`config.mk`:
```
export PLATFORM = sky130hd
export DESIGN_NAME = arm32_multiply_unit_flat
export DESIGN_NICKNAME = d
export VERILOG_FILES = /design/src/design/amu_pkg.sv /design/src/design/amu_stream_if.sv /design/src/design/amu_decode.sv /design/src/design/amu_cell.sv /design/src/design/arm32_multiply_unit.sv /design/src/flat_wrapper.sv
export VERILOG_INCLUDE_DIRS = /design/src /design/src/design
export SDC_FILE = /design/constraint.sdc
export NUM_CORES = 1
export LEC_CHECK = 0
export BUFFER_PORTS_ARGS = -buffer_cell sky130_fd_sc_hd__buf_2
export CAP_MARGIN = 20
export CELL_PAD_IN_SITES_DETAIL_PLACEMENT = 1
export CELL_PAD_IN_SITES_GLOBAL_PLACEMENT = 2
export CORE_AREA = 2 2 39 41
export DETAILED_ROUTE_END_ITERATION = 6
export DIE_AREA = 0 0 41 43
export HOLD_SLACK_MARGIN = 0.08
export PLACE_DENSITY_LB_ADDON = 0.08
export SYNTH_ARGS = -nofsm -noshare
export SYNTH_HDL_FRONTEND = slang
export SYNTH_SLANG_ARGS = --single-unit
export TNS_END_PERCENT = 10
```
`constraint.sdc`:
```
create_clock -name clk -period 1.11 [get_ports clk]
set_input_delay 0.333 -clock clk [delete_from_list [all_inputs] [get_ports clk]]
set_output_delay 0.333 -clock clk [all_outputs]
set_load 0.1 [all_outputs]
```
`src/design/arm32_multiply_unit_defines.svh`:
```
// assertion macros shared by the multiply unit
`ifndef ARM32_MULTIPLY_UNIT_DEFINES_SVH
`define ARM32_MULTIPLY_UNIT_DEFINES_SVH
`ifndef SYNTHESIS
// same-cycle implication
`define AMU_ASSERT_NOW(label, clk, rst_n, ante, cons) \
	label: assert property (@(posedge clk) disable iff (!rst_n) (ante) |-> (cons)) \
		else $error("assertion failed");
// next-cycle implication
`define AMU_ASSERT_NEXT(label, clk, rst_n, ante, cons) \
	label: assert property (@(posedge clk) disable iff (!rst_n) (ante) |=> (cons)) \
		else $error("assertion failed");
`else
`define AMU_ASSERT_NOW(label, clk, rst_n, ante, cons)
`define AMU_ASSERT_NEXT(label, clk, rst_n, ante, cons)
`endif
`endif

```
`src/design/amu_pkg.sv`:
```
`default_nettype none
package amu_pkg;
	localparam logic [3:0] PC_INDEX   = 4'd15;
	localparam logic [3:0] MODE_MUL   = 4'd0;
	localparam logic [3:0] MODE_MLA   = 4'd1;
	localparam logic [3:0] MODE_UMULL = 4'd2;
	localparam logic [3:0] MODE_UMLAL = 4'd3;
	localparam logic [3:0] MODE_SMULL = 4'd4;
	localparam logic [3:0] MODE_SMLAL = 4'd5;
	localparam logic [3:0] MODE_UMAAL = 4'd6;
	localparam logic [3:0] MODE_SMMUL = 4'd7;
	localparam logic [3:0] MODE_SMMLA = 4'd8;
	localparam logic [3:0] MODE_SMMLS = 4'd9;

	localparam int DIGIT_W   = 8;
	localparam int NUM_CELLS = 32 / DIGIT_W;

	typedef enum logic [1:0] {
		FORM_WORD = 2'b01,
		FORM_LONG = 2'b10
	} form_t;

	typedef struct packed {
		logic [3:0]  mode;
		logic        cond_passed;
		logic        set_flags;
		logic        round_enable;
		logic [31:0] value_n;
		logic [31:0] value_m;
		logic [31:0] value_acc;
		logic [31:0] value_hi;
		logic [3:0]  index_dest;
		logic [3:0]  index_aux;
		logic [3:0]  index_n;
		logic [3:0]  index_m;
	} in_item_t;

	typedef struct packed {
		logic        unpredictable;
		logic        write_low;
		logic        write_high;
		logic [31:0] result_low;
		logic [31:0] result_high;
		logic        flags_write;
		logic        flag_negative;
		logic        flag_zero;
	} out_item_t;

	// control that rides along with the arithmetic
	typedef struct packed {
		logic  unp;
		logic  wlo;
		logic  whi;
		logic  fw;
		logic  msw;   // most-significant-word form
		form_t form;
	} ctl_t;

	typedef struct packed {
		logic        valid;
		ctl_t        ctl;
		logic        sub;
		logic [63:0] n;
		logic [31:0] m;
		logic [63:0] acc;
	} stage_t;
endpackage
`default_nettype wire

```
`src/design/amu_stream_if.sv`:
```
`default_nettype none
interface amu_stream_if #(parameter type payload_t = logic);
	logic     valid;
	logic     ready;
	payload_t payload;
	modport source (output valid, output payload, input ready);
	modport sink (input valid, input payload, output ready);
endinterface
`default_nettype wire

```
`src/design/amu_decode.sv`:
```
`default_nettype none
module amu_decode (
	input  wire amu_pkg::in_item_t item,
	output amu_pkg::stage_t        stage
);
	logic        core_pc, is_long, is_smm, unp, go, signed_op, m_neg;
	logic [63:0] base, corr, rnd_add;
	logic [3:0]  op;

	always_comb begin
		op        = item.mode;
		core_pc   = (item.index_dest == amu_pkg::PC_INDEX) || (item.index_n == amu_pkg::PC_INDEX)
			|| (item.index_m == amu_pkg::PC_INDEX);
		is_long   = (op >= amu_pkg::MODE_UMULL) && (op <= amu_pkg::MODE_UMAAL);
		is_smm    = (op >= amu_pkg::MODE_SMMUL) && (op <= amu_pkg::MODE_SMMLS);
		unp       = (op > amu_pkg::MODE_SMMLS) || core_pc
			|| (((op == amu_pkg::MODE_MLA) || (op == amu_pkg::MODE_SMMLS))
				&& (item.index_aux == amu_pkg::PC_INDEX))
			|| (is_long && ((item.index_aux == amu_pkg::PC_INDEX)
				|| (item.index_aux == item.index_dest)));
		go        = !unp && item.cond_passed;
		signed_op = (op == amu_pkg::MODE_SMULL) || (op == amu_pkg::MODE_SMLAL) || is_smm;
		m_neg     = signed_op && item.value_m[31];

		base = '0;
		priority case (1'b1)
			op == amu_pkg::MODE_MLA:
				base = {32'd0, item.value_acc};
			(op == amu_pkg::MODE_UMLAL) || (op == amu_pkg::MODE_SMLAL):
				base = {item.value_hi, item.value_acc};
			op == amu_pkg::MODE_UMAAL:
				base = {32'd0, item.value_hi} + {32'd0, item.value_acc};
			(op == amu_pkg::MODE_SMMLA) && (item.index_aux != amu_pkg::PC_INDEX):
				base = {item.value_acc, 32'd0};
			op == amu_pkg::MODE_SMMLS:
				base = {item.value_acc, 32'd0};
			default:
				base = '0;
		endcase

		// signed multiplier: the cells see m as unsigned, so take off n<<32 when m is negative
		corr = '0;
		if (m_neg) begin
			corr = (op == amu_pkg::MODE_SMMLS) ? {item.value_n, 32'd0}
				: (64'd0 - {item.value_n, 32'd0});
		end
		rnd_add = (is_smm && item.round_enable) ? 64'h0000_0000_8000_0000 : 64'd0;

		stage.valid   = 1'b1;
		stage.sub     = (op == amu_pkg::MODE_SMMLS);
		stage.n       = signed_op ? {{32{item.value_n[31]}}, item.value_n}
			: {32'd0, item.value_n};
		stage.m       = item.value_m;
		stage.acc     = base + corr + rnd_add;
		stage.ctl.unp = unp;
		stage.ctl.wlo = go;
		stage.ctl.whi = go && is_long;
		stage.ctl.fw  = go && item.set_flags && (op <= amu_pkg::MODE_SMLAL);
		stage.ctl.msw = is_smm;
		stage.ctl.form = is_long ? amu_pkg::FORM_LONG : amu_pkg::FORM_WORD;
	end
endmodule
`default_nettype wire

```
`src/design/amu_cell.sv`:
```
`default_nettype none
module amu_cell (
	input  wire                  clk,
	input  wire                  arst_n,
	input  wire                  en,
	input  wire amu_pkg::stage_t d,
	output amu_pkg::stage_t      q
);
	logic [63:0]     pp;
	amu_pkg::stage_t nxt;
	logic            valid_s1;
	amu_pkg::stage_t data_s1;

	// one digit of m per cell, n moves up by a digit for the next cell
	always_comb begin
		pp       = d.n * {{(64 - amu_pkg::DIGIT_W){1'b0}}, d.m[amu_pkg::DIGIT_W-1:0]};
		nxt      = d;
		nxt.acc  = d.sub ? (d.acc - pp) : (d.acc + pp);
		nxt.n    = d.n << amu_pkg::DIGIT_W;
		nxt.m    = d.m >> amu_pkg::DIGIT_W;
	end

	always_ff @(posedge clk or negedge arst_n) begin
		if (!arst_n) begin
			valid_s1 <= 1'b0;
		end else if (en) begin
			valid_s1 <= d.valid;
		end
	end

	always_ff @(posedge clk) begin
		if (en) begin
			data_s1 <= nxt;
		end
	end

	always_comb begin
		q       = data_s1;
		q.valid = valid_s1;
	end
endmodule
`default_nettype wire

```
`src/design/arm32_multiply_unit.sv`:
```
// channel   dir  payload      carries
// in_req    in   in_item_t    one multiply instruction with operands and indices
// out_rsp   out  out_item_t   write enables, result words and N/Z update
//
// one request per cycle while out_rsp does not stall, results in request order
// pipeline: four multiplier cells of one byte each, then the output register
// the whole pipeline holds while a result waits on out_rsp.ready
// arst_n clears all valid bits; payload registers are not reset
`default_nettype none
`include "arm32_multiply_unit_defines.svh"
module arm32_multiply_unit (
	input  wire          clk,
	input  wire          arst_n,
	amu_stream_if.sink   in_req,
	amu_stream_if.source out_rsp
);
	// advance when the output register is free or being drained
	logic                  adv;
	amu_pkg::stage_t       chain [amu_pkg::NUM_CELLS + 1];
	amu_pkg::stage_t       last;
	amu_pkg::out_item_t    res;
	amu_pkg::out_item_t    res_q;
	logic                  out_valid_q;
	logic [63:0]           r;

	assign adv          = !out_valid_q || out_rsp.ready;
	assign in_req.ready = adv;

	// decode checks the encoding and seeds the accumulator
	amu_decode u_decode (
		.item  (in_req.payload),
		.stage (chain[0])
	);

	// row of multiply-accumulate cells, one byte of m each
	for (genvar g = 0; g < amu_pkg::NUM_CELLS; g++) begin : g_cell
		amu_pkg::stage_t cell_in;
		always_comb begin
			cell_in = chain[g];
			if (g == 0) begin
				cell_in.valid = in_req.valid;
			end
		end
		amu_cell u_cell (
			.clk    (clk),
			.arst_n (arst_n),
			.en     (adv),
			.d      (cell_in),
			.q      (chain[g+1])
		);
	end

	assign last = chain[amu_pkg::NUM_CELLS];
	assign r    = last.acc;

	// pick the result words and flags
	always_comb begin
		res               = '0;
		res.unpredictable = last.ctl.unp;
		res.write_low     = last.ctl.wlo;
		res.write_high    = last.ctl.whi;
		res.flags_write   = last.ctl.fw;
		unique case (last.ctl.form)
			amu_pkg::FORM_LONG: begin
				res.result_low    = last.ctl.wlo ? r[31:0] : 32'd0;
				res.result_high   = last.ctl.whi ? r[63:32] : 32'd0;
				res.flag_negative = last.ctl.fw && r[63];
				res.flag_zero     = last.ctl.fw && (r == 64'd0);
			end
			default: begin
				// word forms; most-significant-word forms take the top half
				if (last.ctl.wlo) begin
					res.result_low = last.ctl.msw ? r[63:32] : r[31:0];
				end
				res.flag_negative = last.ctl.fw && r[31];
				res.flag_zero     = last.ctl.fw && (r[31:0] == 32'd0);
			end
		endcase
	end

	always_ff @(posedge clk or negedge arst_n) begin
		if (!arst_n) begin
			out_valid_q <= 1'b0;
		end else if (adv) begin
			out_valid_q <= last.valid;
		end
	end

	always_ff @(posedge clk) begin
		if (adv) begin
			res_q <= res;
		end
	end

	assign out_rsp.valid   = out_valid_q;
	assign out_rsp.payload = res_q;

	// an unpredictable encoding writes nothing
	`AMU_ASSERT_NOW(a_unp_no_write, clk, arst_n, out_valid_q && res_q.unpredictable, !res_q.write_low && !res_q.write_high && !res_q.flags_write)
	// flags stay clear unless they are written
	`AMU_ASSERT_NOW(a_flags_gated, clk, arst_n, out_valid_q && !res_q.flags_write, !res_q.flag_negative && !res_q.flag_zero)
	// the high word is only written with the low word
	`AMU_ASSERT_NOW(a_high_with_low, clk, arst_n, out_valid_q && res_q.write_high, res_q.write_low)
	// an accepted request enters the first cell
	`AMU_ASSERT_NEXT(a_enter_chain, clk, arst_n, in_req.valid && in_req.ready, chain[1].valid)
endmodule
`default_nettype wire
```
`src/flat_wrapper.sv`:
```
// flat-port wrapper written by rule: the top's interface ports become plain ports
module arm32_multiply_unit_flat 
  (clk, arst_n, in_req_valid, in_req_payload, in_req_ready, out_rsp_valid, out_rsp_payload, out_rsp_ready);
  amu_stream_if in_req_i ();
  amu_stream_if out_rsp_i ();
  input  wire clk;
  input  wire arst_n;
  input wire logic [$bits(in_req_i.valid)-1:0] in_req_valid;
  input wire logic [$bits(in_req_i.payload)-1:0] in_req_payload;
  output wire logic [$bits(in_req_i.ready)-1:0] in_req_ready;
  output wire logic [$bits(out_rsp_i.valid)-1:0] out_rsp_valid;
  output wire logic [$bits(out_rsp_i.payload)-1:0] out_rsp_payload;
  input wire logic [$bits(out_rsp_i.ready)-1:0] out_rsp_ready;
  assign in_req_i.valid = in_req_valid;
  assign in_req_i.payload = in_req_payload;
  assign in_req_ready = in_req_i.ready;
  assign out_rsp_valid = out_rsp_i.valid;
  assign out_rsp_payload = out_rsp_i.payload;
  assign out_rsp_i.ready = out_rsp_ready;
  arm32_multiply_unit u_core (.clk(clk), .arst_n(arst_n), .in_req(in_req_i), .out_rsp(out_rsp_i));
endmodule
```
Word-level counts from Yosys, hierarchy flattened. Cells that the tools add are included.

Register bits: 5. Input port bits: 5. Output and inout bits: 3.

Reduce and logical (&&, ||, !) cells: 2.

Operators by type and width (number): 1-bit logical NOT (1); 1-bit logical OR (1).

Longest topological paths before layout.
Depth in word-level cells: 2. Depth in mapped cells: 3. Mapped depth without buffers: 2.

Modules after synthesis. From an unflattened synthesis, not the netlist that was laid out.

Cell total of the unflattened synthesis: 11984. Area total of the unflattened synthesis: 107378.0 µm².

By module, submodules not included: amu_cell at u_core.g_cell[0].u_cell (times used 1, cells an instance 2862, area an instance 25722.2 µm², sequential area each 4589.4 µm²); amu_cell at u_core.g_cell[2].u_cell (times used 1, cells an instance 2828, area an instance 25595.8 µm², sequential area each 4589.4 µm²); amu_cell at u_core.g_cell[1].u_cell (times used 1, cells an instance 2769, area an instance 25184.2 µm², sequential area each 4589.4 µm²); amu_cell at u_core.g_cell[3].u_cell (times used 1, cells an instance 2617, area an instance 24567.3 µm², sequential area each 4589.4 µm²); amu_decode (times used 1, cells an instance 878, area an instance 6060.8 µm², sequential area each 0.0 µm²); arm32_multiply_unit (times used 1, cells an instance 30, area an instance 247.7 µm², sequential area each 55.1 µm²).

Worst setup path before layout. OpenSTA, ideal clock, no wires.

Kind: register to register. Start: register u_core.out_valid_q, in the netlist u_core.out_rsp.valid. End: register u_core.g_cell[0].u_cell.valid_s1. Library setup time: 125 ps. Arrival time: 1529 ps. Data required time: 985 ps. Path slack: -544 ps. Cell stages (with the launch flop): 4. Path buffers: 1. Clock period less this slack: 1654 ps. Cells stage by stage: dfrtp_1 nand2b_4 buf_6 mux2_4.

Longest elaborated chain between the ends: 2.

Ends and longest elaborated chain: from (decl) (RTL line arm32_multiply_unit.sv:23) `logic out_valid_q;`; from (signal assigned) (RTL line arm32_multiply_unit.sv:85) `out_valid_q <= last.valid;`; 1-bit logical NOT (RTL line arm32_multiply_unit.sv:26) `assign adv = !out_valid_q || out_rsp.ready;`; 1-bit logical OR (RTL line arm32_multiply_unit.sv:26); via in_req_ready (RTL line flat_wrapper.sv:10) `output wire logic [$bits(in_req_i.ready)-1:0] in_req_ready;`; to (signal assigned) (RTL line amu_cell.sv:27) `valid_s1 <= d.valid;`; to (decl) (RTL line amu_cell.sv:11) `logic valid_s1;`.

The timed path passes the listed nets, and every way through them passes these cells. A chain may end at the register's enable or synchronous reset.

Final worst setup path.
Start: register u_core.out_valid_q, in the netlist u_core.out_rsp.valid. End: output port out_rsp_valid.

RTL lines: to (decl) (RTL line flat_wrapper.sv:11) `output wire logic [$bits(out_rsp_i.valid)-1:0] out_rsp_valid;`.

No word-level cell between the ends.

==> run metrics <==
Synth-to-Final Area Change 51.9%; unrepaired setup endpoints after global routing yes; Post-Synthesis Cells 14; Crit Path Max Fanout 2; H-tree Lvls 1; antenna violations before repair 0; worst hold path class primary input to flip-flop; GRT Overall Usage under 10%; PD cells ~3200 mW/mm²; register area share after synthesis 54.6%; DRC Markers 0; final setup skew 0.000344 ns; Crit-path slowest cell dfrtp_4; Cell Rows 14; Detailed Route WL around 380 µm; failing checks negative setup slack; largest net degree at the start of global routing 6; DR vias/cell about 3.2; Sinks on Clock Net 5; DRT iter0 DRCs 0; critical path arrival 1.00 ns; post-synth cell types 7; clock slew at reported path FFs roughly 0.04 ns; Die ar. between 0.0015 and 0.002 mm²; setup TNS -0.463 ns; Clock Path Buffers 2; VDD IR max around 0.9 mV; Detailed Place HPWL approximately 260 µm; Worst path top cell family by delay flip-flops; Chip Height roughly 43 µm; mean post-synth cell area between 15 and 20 µm²; WP data required roughly 0.78 ns; Final period util 120%; static leakage power between 0.15 and 0.2 nW; first-pass GRT wire length 627 µm; core box area 0.00138 mm²; Max Slew Vio Count 0; mapped cell area about 230 µm²; critical-path cell list buf_6, buf_12; Worst Setup End Kind output pin; achievable frequency 748 MHz; Layout Nets 30; antenna-violating nets left 0; Final Critical Period ~1.3 ns; WP buf/inv 2; #FFs+latches synth 5; Final Util between 20% and 30%; Ports 8; via count between 100 and 150; vias in the first global route between 100 and 150; max-cap violation count 0; CTS tree yes; Avg WL per Cell approximately 9.5 µm; kind of critical path flip-flop to output pin; global route overflow 0; max incr delay on CP between 0.4 and 0.5 ns; final setup vio count 6; Hold Vio Cnt, Final 0; Final Wtd Congestion a little over 0.6; DRT Pass-1 Iters 1; clk root buf clkbuf_4; CTS buffer count 3; Yosys warning total 0; final worst setup slack -0.226 ns; starting density of the core roughly 17%; Port Buffers 5; layout cells sized above 1 about two thirds; ANT cells 0; status finished with violations; crit path launch type flip-flop; Clock Latency Late Sink 0.23 ns; Syn Nets 19; Die Wd about 40 µm
-- cell usage after synthesis --
| master | n | share of area (%) |
|---|---|---|
| buf_6 | 1 | 4.9 |
| nand2b_4 | 1 | 6.0 |
| dfrtp_1 | 5 | 55 |
| buf_4 | 1 | 3.3 |
| mux2_4 | 4 | 26 |
| or2b_1 | 1 | 3.3 |
| conb_1 | 1 | 1.6 |
-- final cells by class --
type	instances	area (µm²)
Tap cell	16	20.0
Timing Repair Buffer	8	87.6
Multi-Input combinational cell	7	85.1
Fill cell	158	1040
Sequential cell	5	129
Clock buffer	4	26.3
-- final timing paths --
path | start | to | slack [ns] | cells past startpoint
setup / recovery | u_core.out_rsp.valid | out_rsp_valid | -0.23 | 2
hold / removal | in_req_valid | u_core.g_cell[0].u_cell.valid_s1 | 0.33 | 2
setup reg to reg | u_core.out_rsp.valid | u_core.g_cell[0].u_cell.valid_s1 | -0.01 | 3
hold reg to reg | u_core.g_cell[3].u_cell.valid_s1 | u_core.out_rsp.valid | 0.47 | 1
max in group asynchronous | arst_n | u_core.out_rsp.valid | 0.52 | 2
min in group asynchronous | arst_n | u_core.out_rsp.valid | 0.44 | 2
-- cells in the final DEF, fill, tap and decap left out --
cell           instances
buf_6                  2
clkbuf_4               3
dlygate4sd3_1          1
nand2b_4               1
mux2_4                 4
conb_1                 1
buf_2                  3
or2b_1                 1
dfrtp_4                1
dfrtp_1                4
buf_12                 2
clkbuf_1               1
-- logic make-up after synthesis --
family / share of synthesized area [%]
buf+inv: 8.20
flops: 54.6
mux: 26.2
other cells: 1.64
simple gates: 9.29
-- power breakdown --
group	switching (W)	internal (W)	leakage, nW
Combinational	0.000303	0.000284	0.0987
Sequential	0.0000553	0.000276	0.0568
Clock	0.0000708	0.000136	0.0150
Total	0.000429	0.000695	0.171
-- state kept, by name, indices dropped and copies added, names as in the netlist --
name / count
u_core.out_rsp.valid: 1
u_core.g_cell.u_cell.valid_s1: 4
-- stage by stage --
step	std cells	total power [W]	hold WS (ns)	setup slack [ns]	cell area, µm²
2_1_floorplan	14	0.000743	0.0374	-0.242	241
3_3_place_gp	34	0.000882	0.155	-0.0228	297
3_5_place_dp	34	0.000885	0.159	-0.0239	297
4_1_cts	40	0.00114	0.321	-0.234	348
5_1_grt	40	0.00119	0.333	-0.255	348
6_report	40	0.00112	0.330	-0.226	348
-- repair_timing --
action / 4_1_cts / 5_1_grt
buffers inserted: 1 / 0
resized for setup: 2 / 0
setup endpoints to repair: 2 / 6
endpoints found under the hold margin: 5 / 0
hold buffers: 1 / 0
-- layer usage --
layer | track usage, % | share of wire (%)
met5 | 0 | 0
met4 | 2.00 | 0
met3 | 4.71 | 9.8
met2 | 6.56 | 45
met1 | 7.49 | 45
Note: power is estimated with default switching activity, not from simulation.
